<file path="src/rtl/khrb_pkg.sv">
// Package of shared constants, types and helper functions for the keyed history ring buffer.
`timescale 1ns / 1ps

package khrb_pkg;

  localparam int HISTORY_DEPTH = 16;
  localparam int CHANNEL_COUNT = 4;
  localparam int VALUE_WIDTH   = 32;

  localparam int KEY_REGS = 4;
  localparam int MAX_OUT  = 16;

  localparam int KEY_W    = 16;
  localparam int SAMPLE_W = 32;
  localparam int COUNT_W  = 5;
  localparam int POS_W    = 5;
  localparam int STATUS_W = 2;
  localparam int CIU_W    = 3;
  localparam int CFG_IDX_W  = 3;
  localparam int CFG_DATA_W = 16;

  localparam int SLOT_W = (HISTORY_DEPTH > 1) ? $clog2(HISTORY_DEPTH) : 1;
  localparam int FILL_W = $clog2(HISTORY_DEPTH + 1);
  localparam int CH_W   = (CHANNEL_COUNT > 1) ? $clog2(CHANNEL_COUNT) : 1;
  localparam int STORE_DEPTH = CHANNEL_COUNT * HISTORY_DEPTH;
  localparam int ADDR_W = $clog2(STORE_DEPTH);
  localparam int ARITH_W = ((FILL_W > POS_W) ? FILL_W : POS_W) + 1;
  localparam int LOOKUP_CH = (CHANNEL_COUNT < KEY_REGS) ? CHANNEL_COUNT : KEY_REGS;

  localparam logic [CFG_IDX_W-1:0] CFG_CHANNELS_IN_USE = CFG_IDX_W'(KEY_REGS);

  typedef enum logic [STATUS_W-1:0] {
    STATUS_VALUE  = 2'd0,
    STATUS_NO_KEY = 2'd1,
    STATUS_EMPTY  = 2'd2
  } status_e;

  typedef enum logic {
    ST_IDLE,
    ST_DUMP
  } state_e;

  typedef logic [KEY_W-1:0] key_t;
  typedef key_t [KEY_REGS-1:0] key_bank_t;

  typedef struct packed {
    logic            hit;
    logic [CH_W-1:0] ch;
  } match_t;

  function automatic logic [SLOT_W-1:0] next_slot(input logic [SLOT_W-1:0] s);
    logic [SLOT_W-1:0] r;
    if (s == SLOT_W'(HISTORY_DEPTH - 1)) begin
      r = '0;
    end else begin
      r = s + SLOT_W'(1);
    end
    return r;
  endfunction

  function automatic logic [ADDR_W-1:0] slot_addr(input logic [CH_W-1:0] ch,
                                                  input logic [SLOT_W-1:0] s);
    return ADDR_W'(ADDR_W'(ch) * ADDR_W'(HISTORY_DEPTH)) + ADDR_W'(s);
  endfunction

  function automatic logic [VALUE_WIDTH-1:0] to_store(input logic [SAMPLE_W-1:0] v);
    logic [63:0] t;
    t = 64'(v);
    return t[VALUE_WIDTH-1:0];
  endfunction

  function automatic logic [SAMPLE_W-1:0] from_store(input logic [VALUE_WIDTH-1:0] v);
    logic [63:0] t;
    t = 64'(v);
    return t[SAMPLE_W-1:0];
  endfunction

endpackage

</file>
<file path="src/rtl/khrb_ram.sv">
// Generic single-port-write, single-port-read RAM with a registered read.
`timescale 1ns / 1ps

module khrb_ram #(
  parameter int WIDTH = 32,
  parameter int DEPTH = 64
) (
  input  logic                     clk_i,
  input  logic                     we_i,
  input  logic [$clog2(DEPTH)-1:0] waddr_i,
  input  logic [WIDTH-1:0]         wdata_i,
  input  logic                     re_i,
  input  logic [$clog2(DEPTH)-1:0] raddr_i,
  output logic [WIDTH-1:0]         rdata_o
);

  logic [WIDTH-1:0] mem_q [DEPTH];
  logic [WIDTH-1:0] rdata_q;

  always_ff @(posedge clk_i) begin
    if (we_i) begin
      mem_q[waddr_i] <= wdata_i;
    end
    if (re_i) begin
      rdata_q <= mem_q[raddr_i];
    end
  end

  assign rdata_o = rdata_q;

endmodule

</file>
<file path="src/rtl/khrb_match.sv">
// Key lookup over the channels in use, lowest channel first.
`timescale 1ns / 1ps

module khrb_match (
  input  khrb_pkg::key_t                  key_i,
  input  khrb_pkg::key_bank_t             keys_i,
  input  logic [khrb_pkg::CIU_W-1:0]      channels_in_use_i,
  output khrb_pkg::match_t                match_o
);
  import khrb_pkg::*;

  always_comb begin
    match_o = '0;
    for (int i = LOOKUP_CH - 1; i >= 0; i--) begin
      if ((channels_in_use_i > CIU_W'(i)) && (keys_i[i] == key_i)) begin
        match_o.hit = 1'b1;
        match_o.ch  = CH_W'(i);
      end
    end
  end

endmodule

</file>
<file path="src/rtl/keyed_history_ring_buffer_top.sv">
// Top level of the keyed history ring buffer: channel state, dump sequencer and store.
//
//   channel   direction  handshake                    beat
//   item      in         start_i & !busy_o            kind, key, sample_value, count
//   result    out        result_valid_o (strobe)      status, position, history_value, last
//   config    in         cfg_valid_i & cfg_ready_o    cfg_index_i, cfg_data_i
//
// A save beat's key is matched and its value written in the accept cycle.
// A dump of n values holds busy_o while it reads, one store read per cycle through the single
// read port, and each result follows in the cycle after its read; a miss or an empty ring
// gives its single result in the cycle after acceptance.
// Reset clears the keys, the channel count, every ring's fill count and newest slot; the
// store itself is not cleared. The receiver cannot stall, so results are never held.
`timescale 1ns / 1ps

module keyed_history_ring_buffer_top (
  input  logic                              clk_i,
  input  logic                              rst_ni,
  input  logic                              start_i,
  output logic                              busy_o,
  input  logic                              kind_i,
  input  logic [khrb_pkg::KEY_W-1:0]        key_i,
  input  logic signed [khrb_pkg::SAMPLE_W-1:0] sample_value_i,
  input  logic [khrb_pkg::COUNT_W-1:0]      count_i,
  output logic                              result_valid_o,
  output logic [khrb_pkg::STATUS_W-1:0]     status_o,
  output logic [khrb_pkg::POS_W-1:0]        position_o,
  output logic signed [khrb_pkg::SAMPLE_W-1:0] history_value_o,
  output logic                              last_of_dump_o,
  input  logic                              cfg_valid_i,
  output logic                              cfg_ready_o,
  input  logic [khrb_pkg::CFG_IDX_W-1:0]    cfg_index_i,
  input  logic [khrb_pkg::CFG_DATA_W-1:0]   cfg_data_i
);
  import khrb_pkg::*;

  key_bank_t          keys_q;
  logic [CIU_W-1:0]   ciu_q;
  logic [SLOT_W-1:0]  newest_q [CHANNEL_COUNT];
  logic [FILL_W-1:0]  fill_q [CHANNEL_COUNT];

  state_e             state_q, state_d;
  logic [CH_W-1:0]    ch_q, ch_d;
  logic [SLOT_W-1:0]  slot_q, slot_d;
  logic [POS_W-1:0]   pos_q, pos_d;
  logic [POS_W-1:0]   n_q, n_d;

  logic               res_valid_q, res_valid_d;
  status_e            res_status_q, res_status_d;
  logic [POS_W-1:0]   res_pos_q, res_pos_d;
  logic               res_last_q, res_last_d;

  logic               save_en;
  logic [SLOT_W-1:0]  save_slot;
  logic [FILL_W-1:0]  save_fill;

  logic               ram_we, ram_re;
  logic [ADDR_W-1:0]  ram_waddr, ram_raddr;
  logic [VALUE_WIDTH-1:0] ram_rdata;

  match_t             match;
  logic               accept;
  logic [SLOT_W-1:0]  cur_newest;
  logic [FILL_W-1:0]  cur_fill;
  logic [ARITH_W-1:0] want, n_a, newest_p1, start_a;

  assign cfg_ready_o = 1'b1;
  assign busy_o      = (state_q == ST_DUMP);
  assign accept      = start_i && !busy_o;

  khrb_match u_match (
    .key_i             (key_i),
    .keys_i            (keys_q),
    .channels_in_use_i (ciu_q),
    .match_o           (match)
  );

  always_ff @(posedge clk_i or negedge rst_ni) begin
    if (!rst_ni) begin
      keys_q <= '0;
      ciu_q  <= '0;
    end else if (cfg_valid_i && cfg_ready_o) begin
      if (cfg_index_i == CFG_CHANNELS_IN_USE) begin
        ciu_q <= cfg_data_i[CIU_W-1:0];
      end
      for (int i = 0; i < KEY_REGS; i++) begin
        if (cfg_index_i == CFG_IDX_W'(i)) begin
          keys_q[i] <= cfg_data_i[KEY_W-1:0];
        end
      end
    end
  end

  assign cur_newest = newest_q[match.ch];
  assign cur_fill   = fill_q[match.ch];

  always_comb begin
    save_en   = accept && !kind_i && match.hit;
    save_slot = '0;
    save_fill = FILL_W'(1);
    if (cur_fill != '0) begin
      save_slot = next_slot(cur_newest);
      save_fill = (cur_fill < FILL_W'(HISTORY_DEPTH)) ? cur_fill + FILL_W'(1) : cur_fill;
    end
  end

  always_ff @(posedge clk_i or negedge rst_ni) begin
    if (!rst_ni) begin
      for (int i = 0; i < CHANNEL_COUNT; i++) begin
        newest_q[i] <= '0;
        fill_q[i]   <= '0;
      end
    end else if (save_en) begin
      newest_q[match.ch] <= save_slot;
      fill_q[match.ch]   <= save_fill;
    end
  end

  assign ram_we    = save_en;
  assign ram_waddr = slot_addr(match.ch, save_slot);

  always_comb begin
    want = (count_i == '0) ? ARITH_W'(1) : ARITH_W'(count_i);
    n_a  = (want < ARITH_W'(cur_fill)) ? want : ARITH_W'(cur_fill);
    if (n_a > ARITH_W'(MAX_OUT)) begin
      n_a = ARITH_W'(MAX_OUT);
    end
    newest_p1 = ARITH_W'(cur_newest) + ARITH_W'(1);
    if (newest_p1 >= n_a) begin
      start_a = newest_p1 - n_a;
    end else begin
      start_a = newest_p1 + ARITH_W'(HISTORY_DEPTH) - n_a;
    end
  end

  always_comb begin
    state_d      = state_q;
    ch_d         = ch_q;
    slot_d       = slot_q;
    pos_d        = pos_q;
    n_d          = n_q;
    res_valid_d  = 1'b0;
    res_status_d = res_status_q;
    res_pos_d    = res_pos_q;
    res_last_d   = res_last_q;
    ram_re       = 1'b0;
    ram_raddr    = slot_addr(ch_q, slot_q);
    unique case (state_q)
      ST_IDLE: begin
        if (accept && kind_i) begin
          if (!match.hit || cur_fill == '0) begin
            res_valid_d  = 1'b1;
            res_status_d = match.hit ? STATUS_EMPTY : STATUS_NO_KEY;
            res_pos_d    = '0;
            res_last_d   = 1'b1;
          end else begin
            state_d = ST_DUMP;
            ch_d    = match.ch;
            slot_d  = start_a[SLOT_W-1:0];
            pos_d   = POS_W'(1);
            n_d     = n_a[POS_W-1:0];
          end
        end
      end
      ST_DUMP: begin
        ram_re       = 1'b1;
        res_valid_d  = 1'b1;
        res_status_d = STATUS_VALUE;
        res_pos_d    = pos_q;
        res_last_d   = (pos_q == n_q);
        slot_d       = next_slot(slot_q);
        pos_d        = pos_q + POS_W'(1);
        if (pos_q == n_q) begin
          state_d = ST_IDLE;
        end
      end
      default: state_d = ST_IDLE;
    endcase
  end

  always_ff @(posedge clk_i or negedge rst_ni) begin
    if (!rst_ni) begin
      state_q     <= ST_IDLE;
      res_valid_q <= 1'b0;
    end else begin
      state_q     <= state_d;
      res_valid_q <= res_valid_d;
    end
  end

  always_ff @(posedge clk_i) begin
    ch_q         <= ch_d;
    slot_q       <= slot_d;
    pos_q        <= pos_d;
    n_q          <= n_d;
    res_status_q <= res_status_d;
    res_pos_q    <= res_pos_d;
    res_last_q   <= res_last_d;
  end

  khrb_ram #(
    .WIDTH (VALUE_WIDTH),
    .DEPTH (STORE_DEPTH)
  ) u_store (
    .clk_i   (clk_i),
    .we_i    (ram_we),
    .waddr_i (ram_waddr),
    .wdata_i (to_store(sample_value_i)),
    .re_i    (ram_re),
    .raddr_i (ram_raddr),
    .rdata_o (ram_rdata)
  );

  assign result_valid_o  = res_valid_q;
  assign status_o        = res_status_q;
  assign position_o      = res_pos_q;
  assign last_of_dump_o  = res_last_q;
  assign history_value_o = (res_status_q == STATUS_VALUE) ? from_store(ram_rdata) : '0;

`ifndef NO_ASSERTIONS
  a_dump_nonempty: assert property (@(posedge clk_i) disable iff (!rst_ni)
    state_q == ST_DUMP |-> fill_q[ch_q] != '0 && n_q <= POS_W'(fill_q[ch_q]) &&
                           n_q != '0)
    else $error("dump runs over an empty ring or beyond its fill");

  a_no_write_in_dump: assert property (@(posedge clk_i) disable iff (!rst_ni)
    ram_we |-> state_q == ST_IDLE)
    else $error("store written while a dump is reading");

  a_dump_contiguous: assert property (@(posedge clk_i) disable iff (!rst_ni)
    result_valid_o && !last_of_dump_o |=>
      result_valid_o && position_o == $past(position_o) + POS_W'(1))
    else $error("dump results are not contiguous");

  a_new_dump_starts: assert property (@(posedge clk_i) disable iff (!rst_ni)
    result_valid_o && last_of_dump_o |=> !result_valid_o || position_o <= POS_W'(1))
    else $error("result after the last of a dump does not open a new one");
`endif

endmodule
</file>
<file path="config.mk">
export PLATFORM = sky130hd
export DESIGN_NAME = keyed_history_ring_buffer_top
export DESIGN_NICKNAME = d
export VERILOG_FILES = /design/src/rtl/khrb_pkg.sv /design/src/rtl/khrb_ram.sv /design/src/rtl/khrb_match.sv /design/src/rtl/keyed_history_ring_buffer_top.sv
export SDC_FILE = /design/constraint.sdc
export NUM_CORES = 2
export LEC_CHECK = 0
export ABC_AREA = 1
export BUFFER_PORTS_ARGS = -buffer_cell sky130_fd_sc_hd__buf_2
export CAP_MARGIN = 20
export CORE_MARGIN = 2
export CORE_UTILIZATION = 30
export CTS_BUF_LIST = sky130_fd_sc_hd__clkbuf_4 sky130_fd_sc_hd__clkbuf_8
export CTS_CLUSTER_SIZE = 20
export DETAILED_ROUTE_END_ITERATION = 8
export PLACE_DENSITY = 0.46
export SETUP_SLACK_MARGIN = 0.5
export SLEW_MARGIN = 25
export SYNTH_ARGS = -nofsm -noshare
export SYNTH_HDL_FRONTEND = slang
export SYNTH_SLANG_ARGS = --single-unit
export TNS_END_PERCENT = 1
</file>
<file path="constraint.sdc">
create_clock -name clk_i -period 4.65 [get_ports clk_i]
set_input_delay 0.6975 -clock clk_i [delete_from_list [all_inputs] [get_ports clk_i]]
set_output_delay 0.6975 -clock clk_i [all_outputs]
set_load 0.01 [all_outputs]
</file>
==> flow_summary.ini <==
[detailed_routing]
dr_total_vias = 60400
drtPass1Iterations = 5
drc = 0
detail-route-antenna-nets = 0
highest_layer = met5
viasPerCell = 5.16
wire_per_inst_um = 25.5
wl_met2_um = 140000
wl_met3_um = 17700
routed_wl_um = 299000
drtIter0Drc = 6126
wl_met1_um = 133000

[sta]
hold_slack_ps = 96.2
rsz0062_at_grt = true
finalHoldViolCount = 0
report.final.setup_viol = 0
timing_worst_slew_pin_value_ps = 1080
finalSetupTns_ps = 0
slew_headroom_pct = 27.5
timing.fmax_ghz = 0.241
worst_slack_ps = 505
min_period_over_period_pct = 89.1
skew_ps = 135
finalCriticalPeriod_ps = 4140
slew_viol_final = 0

[power]
power_leakage_uw = 0.0347
comb_power_share_pct = 4.1
totalPowerFinal_uw = 40900
internal_power_uw = 31500
p_per_area_nw_per_um2 = 391
pwr-share-clk_pct = 42.1
vdd_drop_max_mv = 0.239
swShare_pct = 22.9
seqPwrFrac_pct = 53.8
p_switching_uw = 9380

[outcome]
outcome = completed

[cts]
clock_latency_ps = 1020
cts_root_buffer = clkbuf_8
clk_pin_slew_ps = 60
cts_buffer_depth = 4
htreeDepth = 5
cts_buffers = 384
cts_tree = yes
cts_sinks = 2209

[placed_design]
pre_cts_ws_ps = -307
dpl.hpwl_um = 173000
port_buffers = 118
place_congestion = 0.850
dp.cells = 11000

[grt]
antenna_found_initial = 24
grt_first_pass_wirelength_um = 424000
grt_max_degree = 163
overflow = 0
first_global_vias = 58500
grt_usage_pct = 19.3

[synth]
synthCells = 7084
yosys.cell_types.count = 49
synth_area_um2 = 88400
syn_avg_cell_area_um2 = 12.5
ys.flop_type = edfxtp_1
yosysSeqAreaShare_pct = 74.5
synth-seq-cells = 2209
synth_edf_count = 2104
synth_nets = 7175
async_flop_share_pct = 4.75
yosys_warnings = 0

[floorplanning]
num_rows = 199
fp.dieW_um = 547
start_util_pct = 30.1
die_height_um = 547
coreArea_um2 = 294000
ios = 120
dieArea_um2 = 299000

[critical_path]
rr_worst_depth = 29
end_kind = register
cpPeakStageDelay_ps = 430
cp_data_required_time_ps = 5310
reg2reg_slack_ps = 510
crit_path_start_kind = register
critical_path_class = reg2reg
cp_max_fo = 4
regToRegStartpoint = keys_q[57]
r2r-end = slot_q[3]
cp-endpoint = slot_q[3]
cp_data_arrival_time_ps = 4800
slowest_stage = dfrtp_1
critical_path.startpoint = keys_q[57]
cpMostUsedCell = nand2_1

[hold_path]
min_path_type = in2reg
hold_depth = 3

[finish]
drive_gt1_share_pct = 16.3
fill_cells = 28600
final_cells = 11700
area_growth_pct = 18.5
layout.nets = 7578

[job]
cap_violations = 0
==> cells in the final DEF, fill, tap and decap left out, types with 102 or more instances in the layout <==
master	n
o22ai_1	636
dfrtp_1	102
clkbuf_8	388
o21ai_0	1408
clkbuf_4	140
buf_4	243
clkinv_1	106
edfxtp_1	2104
nand2_1	359
inv_1	155
buf_12	130
nor2_1	1496
buf_2	112
==> worst max-delay path, delay by kind of cell (launching register included) <==
family                   cells  cell delay, ps
AND/OR/NAND/NOR             20            1840
AO/OA/AOI/OAI                4             790
adder cells (fa/ha/maj)      2             450
flip-flops                   1             430
buffers and inverters        3             350
==> area by class of cell <==
type,count,area [um^2],area share (%)
sequential,2209,65800,62.8
multi-input combinational,4219,20900,19.9
clock buffer,528,6390,6.10
timing repair buffer,492,5080,4.85
tap,3919,4900,4.68
clock inverter,156,925,0.883
inverter,181,709,0.677
antenna,16,40.0,0.0382
==> power groups by stage <==
stage                     logic (uW)  clock network [uW]  registers (uW)
after detailed placement        1640                   0           22400
after CTS                       1660               17600           22000
after global routing            1840               18400           22000
after global placement          1640                   0           22400
final                           1660               17200           22000
after floorplan                  722                   0           22400
==> sequential cells by signal, indices dropped and copies added (netlist names), 2 cells and up <==
register and count:
status_o 2, keys_q 64, u_store.mem_q 2048, slot_q 4, pos_q 5, fill_q 20, position_o 5, u_store.rdata_o 32
newest_q 16, n_q 5, ciu_q 3, ch_q 2
==> cell families (layout without fill, tap and decap cells) <==
logic type	count (synthesis)	count (layout)	synth area share (%)
AOI/OAI and AO/OA	2108	2108	13.0
xor gates and xnor gates	26	26	0.258
adders and majority gates	14	14	0.207
buffers and inverters	656	1357	2.81
DFF	2209	2209	74.5
muxes	1	1	0.0113
other	1	17	0.00424
and+or+nand+nor	2069	2069	9.21
==> how the worst min path moves through the flow <==
stage                  startpoint           to  slack (ps)
floorplan                  rst_ni       busy_o         400
global placement      newest_q[3]  newest_q[3]         470
detailed placement     fill_q[14]   fill_q[14]         470
CTS                 cfg_data_i[4]   keys_q[36]           7
global route        cfg_data_i[4]   keys_q[20]          40
finish              cfg_data_i[4]   keys_q[36]         100
==> synth_stat cells, drive strengths merged, types with 9 or more instances <==
cell type	n	area (um^2)
a21oi	10	50.1
xor2	9	78.8
o32ai	39	342
o21ai	1413	7070
clkbuf	455	1710
nand2	399	1590
nor2	1583	5990
ha	13	163
inv	177	669
dfrtp	105	2630
o22ai	636	3980
edfxtp	2104	63200
or2	12	75.1
nand4	9	56.3
nand3	51	318
xnor2	17	149
buf	20	90.1
==> stage by stage <==
step	instance area, um^2	util [%]
floorplan	88400	-
global placement	96900	33.0
detailed placement	96900	33.0
CTS	104000	35.6
global route	105000	35.7
finish	105000	35.7
==> routing by layer <==
layer	global-route usage (%)	vias to the layer above
met4	5.38	8
met5	0	-
li1	-	26900
met2	31.2	2020
met3	2.73	427
met1	27.1	31100
==> repair_timing <==
action,4_1_cts,5_1_grt
endpoints found under the hold margin,67,0
pin swaps,19,27
hold buffers,3,0
setup endpoints to repair,29,1827
gates resized for setup,30,47
gates cloned,0,1
buffers inserted,6,4
No activity file was read; power rests on OpenSTA's default activity.
